[config.mk]
export PLATFORM = sky130hd
export DESIGN_NAME = kti_key_store
export DESIGN_NICKNAME = d
export VERILOG_FILES = /design/src/hdl/kti_pkg.sv /design/src/hdl/kti_key_store.sv
export SDC_FILE = /design/constraint.sdc
export NUM_CORES = 1
export LEC_CHECK = 0
export CAP_MARGIN = 40
export CORE_ASPECT_RATIO = 1.5
export CORE_MARGIN = 1
export CORE_UTILIZATION = 55
export CTS_CLUSTER_DIAMETER = 50
export DETAILED_ROUTE_END_ITERATION = 12
export DONT_BUFFER_PORTS = 1
export PLACE_DENSITY = 0.78
export SYNTH_ARGS = -nofsm -noshare
export SYNTH_HDL_FRONTEND = slang
export SYNTH_SLANG_ARGS = --single-unit
[constraint.sdc]
create_clock -name aclk -period 21 [get_ports aclk]
set_input_delay 4.2 -clock aclk [delete_from_list [all_inputs] [get_ports aclk]]
set_output_delay 4.2 -clock aclk [all_outputs]
set_load 0.05 [all_outputs]
[src/hdl/kti_pkg.sv]
// ============================================================================
// kti_pkg
// Shared types and constants of the keyframe track interpolator: field widths,
// operation and register codes, sequencer states and the key store ports.
// ============================================================================
package kti_pkg;

    localparam int MAX_KEYS  = 16;
    localparam int KEY_IDX_W = $clog2(MAX_KEYS);
    localparam int CNT_W     = 5;
    localparam int TIME_W    = 32;
    localparam int VAL_W     = 32;
    localparam int FRAC_W    = 17;
    localparam int QUO_W     = 16;
    localparam int NUM_COMP  = 3;

    localparam logic [FRAC_W-1:0] FRAC_ONE = 17'h10000;

    // Operation codes carried in s_tuser.
    localparam logic OP_WRITE = 1'b0;
    localparam logic OP_QUERY = 1'b1;

    // Configuration register indexes.
    localparam logic [1:0] CFG_KEY_COUNT = 2'd0;
    localparam logic [1:0] CFG_MODE      = 2'd1;

    localparam logic MODE_SCALAR = 1'b0;
    localparam logic MODE_VECTOR = 1'b1;

    localparam logic [1:0] COMP_X = 2'd0;
    localparam logic [1:0] COMP_Y = 2'd1;
    localparam logic [1:0] COMP_Z = 2'd2;

    typedef enum logic [3:0] {
        ST_IDLE,
        ST_FIRST,
        ST_SCAN,
        ST_VL,
        ST_VR,
        ST_VCAP,
        ST_DIV,
        ST_MUL,
        ST_ADD,
        ST_DONE
    } kti_state_t;

    // Write request into the key store.
    typedef struct packed {
        logic                 en;
        logic [KEY_IDX_W-1:0] idx;
        logic [TIME_W-1:0]    ktime;
        logic [VAL_W-1:0]     x;
        logic [VAL_W-1:0]     y;
        logic [VAL_W-1:0]     z;
    } kti_wr_t;

    // Registered value read of one key.
    typedef struct packed {
        logic [VAL_W-1:0] x;
        logic [VAL_W-1:0] y;
        logic [VAL_W-1:0] z;
    } kti_val_t;

endpackage

[src/hdl/kti_key_store.sv]
// ============================================================================
// kti_key_store
// Key time memory and three value memories, written together at one slot,
// with a registered time read port and a registered value read port.
// ============================================================================
module kti_key_store
    import kti_pkg::*;
(
    input  logic                 aclk,
    input  kti_wr_t              wr,
    input  logic [KEY_IDX_W-1:0] time_addr,
    output logic [TIME_W-1:0]    time_q,
    input  logic [KEY_IDX_W-1:0] val_addr,
    output kti_val_t             val_q
);

    logic [TIME_W-1:0] time_mem [MAX_KEYS];
    logic [VAL_W-1:0]  x_mem    [MAX_KEYS];
    logic [VAL_W-1:0]  y_mem    [MAX_KEYS];
    logic [VAL_W-1:0]  z_mem    [MAX_KEYS];

    always_ff @(posedge aclk) begin
        if (wr.en) begin
            time_mem[wr.idx] <= wr.ktime;
            x_mem[wr.idx]    <= wr.x;
            y_mem[wr.idx]    <= wr.y;
            z_mem[wr.idx]    <= wr.z;
        end
    end

    always_ff @(posedge aclk) begin
        time_q  <= time_mem[time_addr];
        val_q.x <= x_mem[val_addr];
        val_q.y <= y_mem[val_addr];
        val_q.z <= z_mem[val_addr];
    end

endmodule

==> results.tsv, run 1 <==
metric	value	unit
root buffer cell	clkbuf_16	
Logic pwr share	0.029	
fin crit share	0.2982	
Sw Share	0.2090	
post-synthesis sequential area ratio	0.8103	
EDFF count, synth	2048	
Clk network pwr share	0.399	
Total Routed Length	174000	µm
post-route insts no fill	5398	
Least-Margin Pin Slew	1.070	ns
Worst IR Drop VDD	0.09676	mV
die area	0.1453	mm²
Hold Fails Final Rpt	0	
clock slew at reported path FFs	0.07	ns
CP Launch Point	wr[130]	
data required time of the worst path	21.41	ns
GRT busiest layer	met2	
GRT Resource Usage Total	0.2413	
crit path to	y_mem[10][1]	
reg2reg setup slack	19.51	ns
DP HPWL	81200	µm
power density over the cells	100.1	mW/mm²
met1 global-route usage	0.3126	
Max clock buf depth	3	
fmax	159.7	MHz
fin crit period	6.263	ns
dpl cells	5036	
Switch Pwr	1.832	mW
ys flop type	edfxtp_1	
Net count, final	3478	
outcome	complete, no violations	
1st-iter DRT viols	4424	
row count	170	
gr ovfl total	0	
antenna-violating nets left	0	
CTS tree	built	
drt drc	0	
number of buffers created by CTS	190	
final setup vio count	0	
R2R depth	3	
max-cap violation count	0	
M2 GR Usage	0.4065	
DRT Pass-1 Iters	6	
# hold bufs at CTS	0	
post-CTS setup buffer count	0	
Final WS setup	14.74	ns
antenna violations before repair	2	
Vias/cell	6.541	
share of cells above drive strength 1	0.2474	
Synth area leader	edfxtp_1	
die width	311.6	µm
RR Startpoint	z_mem[8][24]	
first-pass GRT wire length	252700	µm
Synth warnings	0	
vias	35310	
Synth async-reset ratio	0	
drt wl/cell	32.23	µm
Arrival @ worst endpoint	6.68	ns
Die H	466.3	µm
area growth from synthesis to layout	10.81	%
clk_lat worst skew	0.83	ns
GR Util met3	0.06206	
Slew headroom	0.2865	
CORE AREA	0.1429	mm²
synth top area cells	edfxtp_1 78%, mux4_2 15%, dfxtp_1 3.2%	
syn_nets	3417	
routability cong.	0.7399	
Worst setup SP type	input port	
mapped cell area	0.07906	mm²
dpl ws	13.88	ns
setup TNS	0	ns
I/O pin count	270	
Layout Utilization	0.6129	
reg2reg end	val_q[24]	
clock skew	0.04000	ns
Mean Syn Cell Area	24.14	µm²
Worst Setup End Kind	register	
Final Max Tran Viols	0	
post-synthesis cell count	3275	
leakage	27.33	nW
RSZ-0062 raised after global routing	no	
Seq pwr share	0.571	
vias in the first global route	37220	
Worst Path Max Fanout	43	
FF+latch count, synth	2176	
post-synthesis cell type count	18	
IO buf count	0	
CTS sink count	2176	
kind of critical path	in2reg	
H-tree depth	4	
Synth top area share	0.7779	
Hold WC Path Type	reg2reg	
Internal Power	6.934	mW
largest net degree at the start of global routing	385	
PostCTS Resize Cnt	0	
initial cell density of the core	0.5531	
## power groups by stage
stage	Sequential, mW	Clock, mW	Combinational, mW
3_5_place_dp	5.10	0	0.255
3_3_place_gp	5.09	0	0.249
4_1_cts	5.01	3.55	0.260
2_1_floorplan	5.08	0	0.230
5_1_grt	5.01	3.70	0.271
6_report	5.01	3.50	0.258
## synth_stat cells, drive strengths merged (4+ instances only)
cell type,instances
edfxtp,2048
mux4,512
a22oi,256
nand2,129
dfxtp,128
buf,105
clkbuf,67
nor2,14
nor2b,4
nor3,4
## worst max-delay path: stages
cell and delay, ns:
nand3b_1 0.34, nor2_4 0.74, buf_4 0.59, buf_4 0.76
## flip-flops by register name, summed over array words and instances, names as in the netlist
register	cells
y_mem	512
z_mem	512
time_q	32
val_q	96
time_mem	512
x_mem	512
## kinds of logic after synthesis
| group | count (synthesis) | synth area share |
|---|---|---|
| muxes | 512 | 0.1459 |
| DFF | 2176 | 0.8103 |
| AOI/OAI and AO/OA | 256 | 0.02431 |
| buffers and inverters | 172 | 0.01151 |
| and+or+nand+nor | 159 | 0.008039 |
## worst min path at each step
| stage | from | end | slack, ns | depth (start not counted) |
|---|---|---|---|---|
| floorplan | time_mem[14][0] | time_q[0] | 0.63 | 3 |
| global placement | z_mem[15][30] | val_q[30] | 0.65 | 3 |
| detailed placement | y_mem[12][25] | val_q[57] | 0.65 | 3 |
| CTS | z_mem[15][21] | val_q[21] | 0.67 | 3 |
| global route | y_mem[11][21] | val_q[53] | 0.70 | 3 |
| finish | y_mem[6][2] | val_q[34] | 0.67 | 3 |
## through the flow
stage	area [µm²]	hold WS (ns)	power (mW)
after global placement	81080	0.6480	5.343
final	87610	0.6656	8.766
after floorplan	79060	0.6349	5.312
after CTS	87600	0.6708	8.819
after global routing	87600	0.7043	8.982
after detailed placement	81260	0.6542	5.356
## cell usage in the layout (no fill, tap or decap)
cell type / synthesis / layout
nor2_4: 0 / 14
buf_4: 20 / 22
clkinv_16: 0 / 4
inv_8: 0 / 3
and2_2: 0 / 1
clkbuf_1: 67 / 46
and2_4: 0 / 1
nand3b_1: 2 / 2
buf_16: 0 / 5
clkinvlp_4: 0 / 6
inv_6: 0 / 2
inv_16: 0 / 4
or3b_2: 1 / 1
nand2b_1: 2 / 2
bufinv_16: 0 / 13
a22oi_1: 256 / 256
diode_2: 0 / 2
clkinv_1: 0 / 25
clkbuf_8: 0 / 21
nor3_2: 0 / 4
buf_12: 0 / 14
mux4_2: 512 / 512
nor2b_4: 0 / 4
edfxtp_1: 2048 / 2048
clkinv_8: 0 / 6
dfxtp_1: 128 / 128
nand3_1: 1 / 1
clkinv_4: 0 / 2
clkinv_2: 0 / 36
clkbuf_16: 0 / 192
nand2_1: 129 / 129
## layer usage
metal	routed length, µm	vias up	share of wire
met5	0	-	0
met4	3768	0	0.022
met3	17150	277	0.099
met2	89480	1953	0.51
met1	63570	18960	0.37
li1	-	14120	-
## final cells by class
cell class,instances,area (µm²)
clock buffer,259,5266
clock inverter,101,1076
tap,1892,2367
multi-input combinational,927,14250
antenna,2,5.005
fill,9223,55330
timing repair buffer,41,583.1
sequential,2176,64060
Note: power is estimated with default switching activity, not from simulation.
==> inputs of run 2 (changes only) <==
--- a/config.mk
+++ b/config.mk
@@ -12,7 +12,7 @@
 export CTS_CLUSTER_DIAMETER = 50
 export DETAILED_ROUTE_END_ITERATION = 12
 export DONT_BUFFER_PORTS = 1
-export PLACE_DENSITY = 0.78
+export PLACE_DENSITY = 0.81
 export SYNTH_ARGS = -nofsm -noshare
 export SYNTH_HDL_FRONTEND = slang
 export SYNTH_SLANG_ARGS = --single-unit
==> constraint.sdc (replaced) <==
create_clock -name aclk -period 5.5 [get_ports aclk]
set_input_delay 1.1 -clock aclk [delete_from_list [all_inputs] [get_ports aclk]]
set_output_delay 1.1 -clock aclk [all_outputs]
set_load 0.05 [all_outputs]
==> run 2 against run 1 <==
Clock skew down 0.0096 ns. Global-route usage down 0.54 points. Count of clock-buffer cells in the layout rose by 5. Power rose to 3.8 times the previous value. Largest power group unchanged. Die area did not move. Worst setup slack got worse by 12 ns. Combinational power grew to 3.8 times the previous value.
==> results.tsv, run 2 (same netlist as run 1, synthesis figures left out) <==
metric	value	unit
number of buffers created by CTS	181	
RR Startpoint	time_mem[13][19]	
first-pass GRT wire length	248100	µm
vias in the first global route	37190	
hold_sp	wr[30]	
I/O pin count	270	
largest net degree at the start of global routing	385	
fill count	9171	
Worst Setup End Kind	primary output	
fin crit share	0.4948	
post-CTS setup buffer count	0	
leakage	27.20	nW
data required time of the worst path	4.40	ns
GRT Resource Usage Total	0.2359	
Hold WC Path Type	in2reg	
PostCTS Resize Cnt	0	
Multi-input gate area	0.01427	mm²
Net count, final	3476	
CP Launch Point	val_q[56]	
routability cong.	0.7145	
Total Routed Length	169500	µm
Die H	466.3	µm
IO buf count	0	
power density over the cells	376.6	mW/mm²
Hold Fails Final Rpt	0	
Least-Margin Pin Slew	1.337	ns
antenna violations before repair	4	
Max clock buf depth	3	
Slew headroom	0.1088	
setup TNS	0	ns
row count	170	
RSZ-0062 raised after global routing	no	
commonest cells after routing, fill and taps aside	2,048 x edfxtp_1, 512 x mux4_2, 256 x a22oi_1	
gr ovfl total	0	
area growth from synthesis to layout	10.52	%
initial cell density of the core	0.5531	
fmax	367.5	MHz
root buffer cell	clkbuf_16	
clk_lat worst skew	0.83	ns
Worst Path Max Fanout	1	
outcome	complete, no violations	
die area	0.1453	mm²
share of cells above drive strength 1	0.2433	
drt wl/cell	31.49	µm
antenna-violating nets left	0	
max-cap violation count	0	
CTS sink count	2176	
fin crit period	2.721	ns
clock skew	0.03041	ns
Tot Pwr	32.90	mW
Final Max Tran Viols	0	
clock slew at reported path FFs	0.07	ns
CORE AREA	0.1429	mm²
final setup vio count	0	
die width	311.6	µm
DP HPWL	82030	µm
Worst setup SP type	register	
FF+latch area	0.06406	mm²
commonest non-fill, non-tap cell in the layout	edfxtp_1	
vias	34830	
1st-iter DRT viols	3840	
# hold bufs at CTS	0	
Vias/cell	6.469	
H-tree depth	4	
Worst IR Drop VDD	0.3142	mV
CTS tree	built	
kind of critical path	reg2out	
drt drc	0	
DRT Pass-1 Iters	5	
Arrival @ worst endpoint	1.62	ns
==> run 2: worst paths after layout <==
path | slack, ns | endpoint | cells after the start
worst max-delay path | 2.78 | val_q[56] | 0
worst min-delay path | 0.36 | z_mem[10][30] | 0
worst max register to register | 3.92 | time_q[19] | 3
worst min register to register | 0.67 | val_q[78] | 3
==> run 2: metrics by stage <==
step	instances	worst slack [ns]	cell area, µm²	hold WS (ns)	utilization
after floorplan	3275	-2.067	79120	0.6349	-
after global placement	5038	2.081	81320	0.6457	0.5690
after detailed placement	5043	2.355	81450	0.6586	0.5698
after CTS	5382	2.739	87370	0.3162	0.6113
after global routing	5383	2.732	87380	0.3265	0.6113
final	5383	2.779	87380	0.3608	0.6113
==> run 2: routing by layer <==
metal	routed length, µm	GRT usage	up-vias
met1	62090	0.3011	18630
li1	-	-	14100
met3	17710	0.07320	275
met2	85050	0.3881	1826
met5	0	0	-
met4	4663	0.07703	0
==> run 2: cell type report <==
cell class / count / share of cell area
antenna: 1 / 0.00002864
tap: 1892 / 0.02709
timing repair buffer: 48 / 0.008535
clock inverter: 75 / 0.009623
clock buffer: 264 / 0.05820
sequential: 2176 / 0.7332
multi-input combinational: 927 / 0.1633
==> run 2: power by group <==
part | internal [mW] | total, mW | switching [mW]
combinational | 0.532 | 0.968 | 0.436
clock | 7.01 | 12.8 | 5.78
sequential | 18.5 | 19.1 | 0.603
total | 26.1 | 32.9 | 6.82
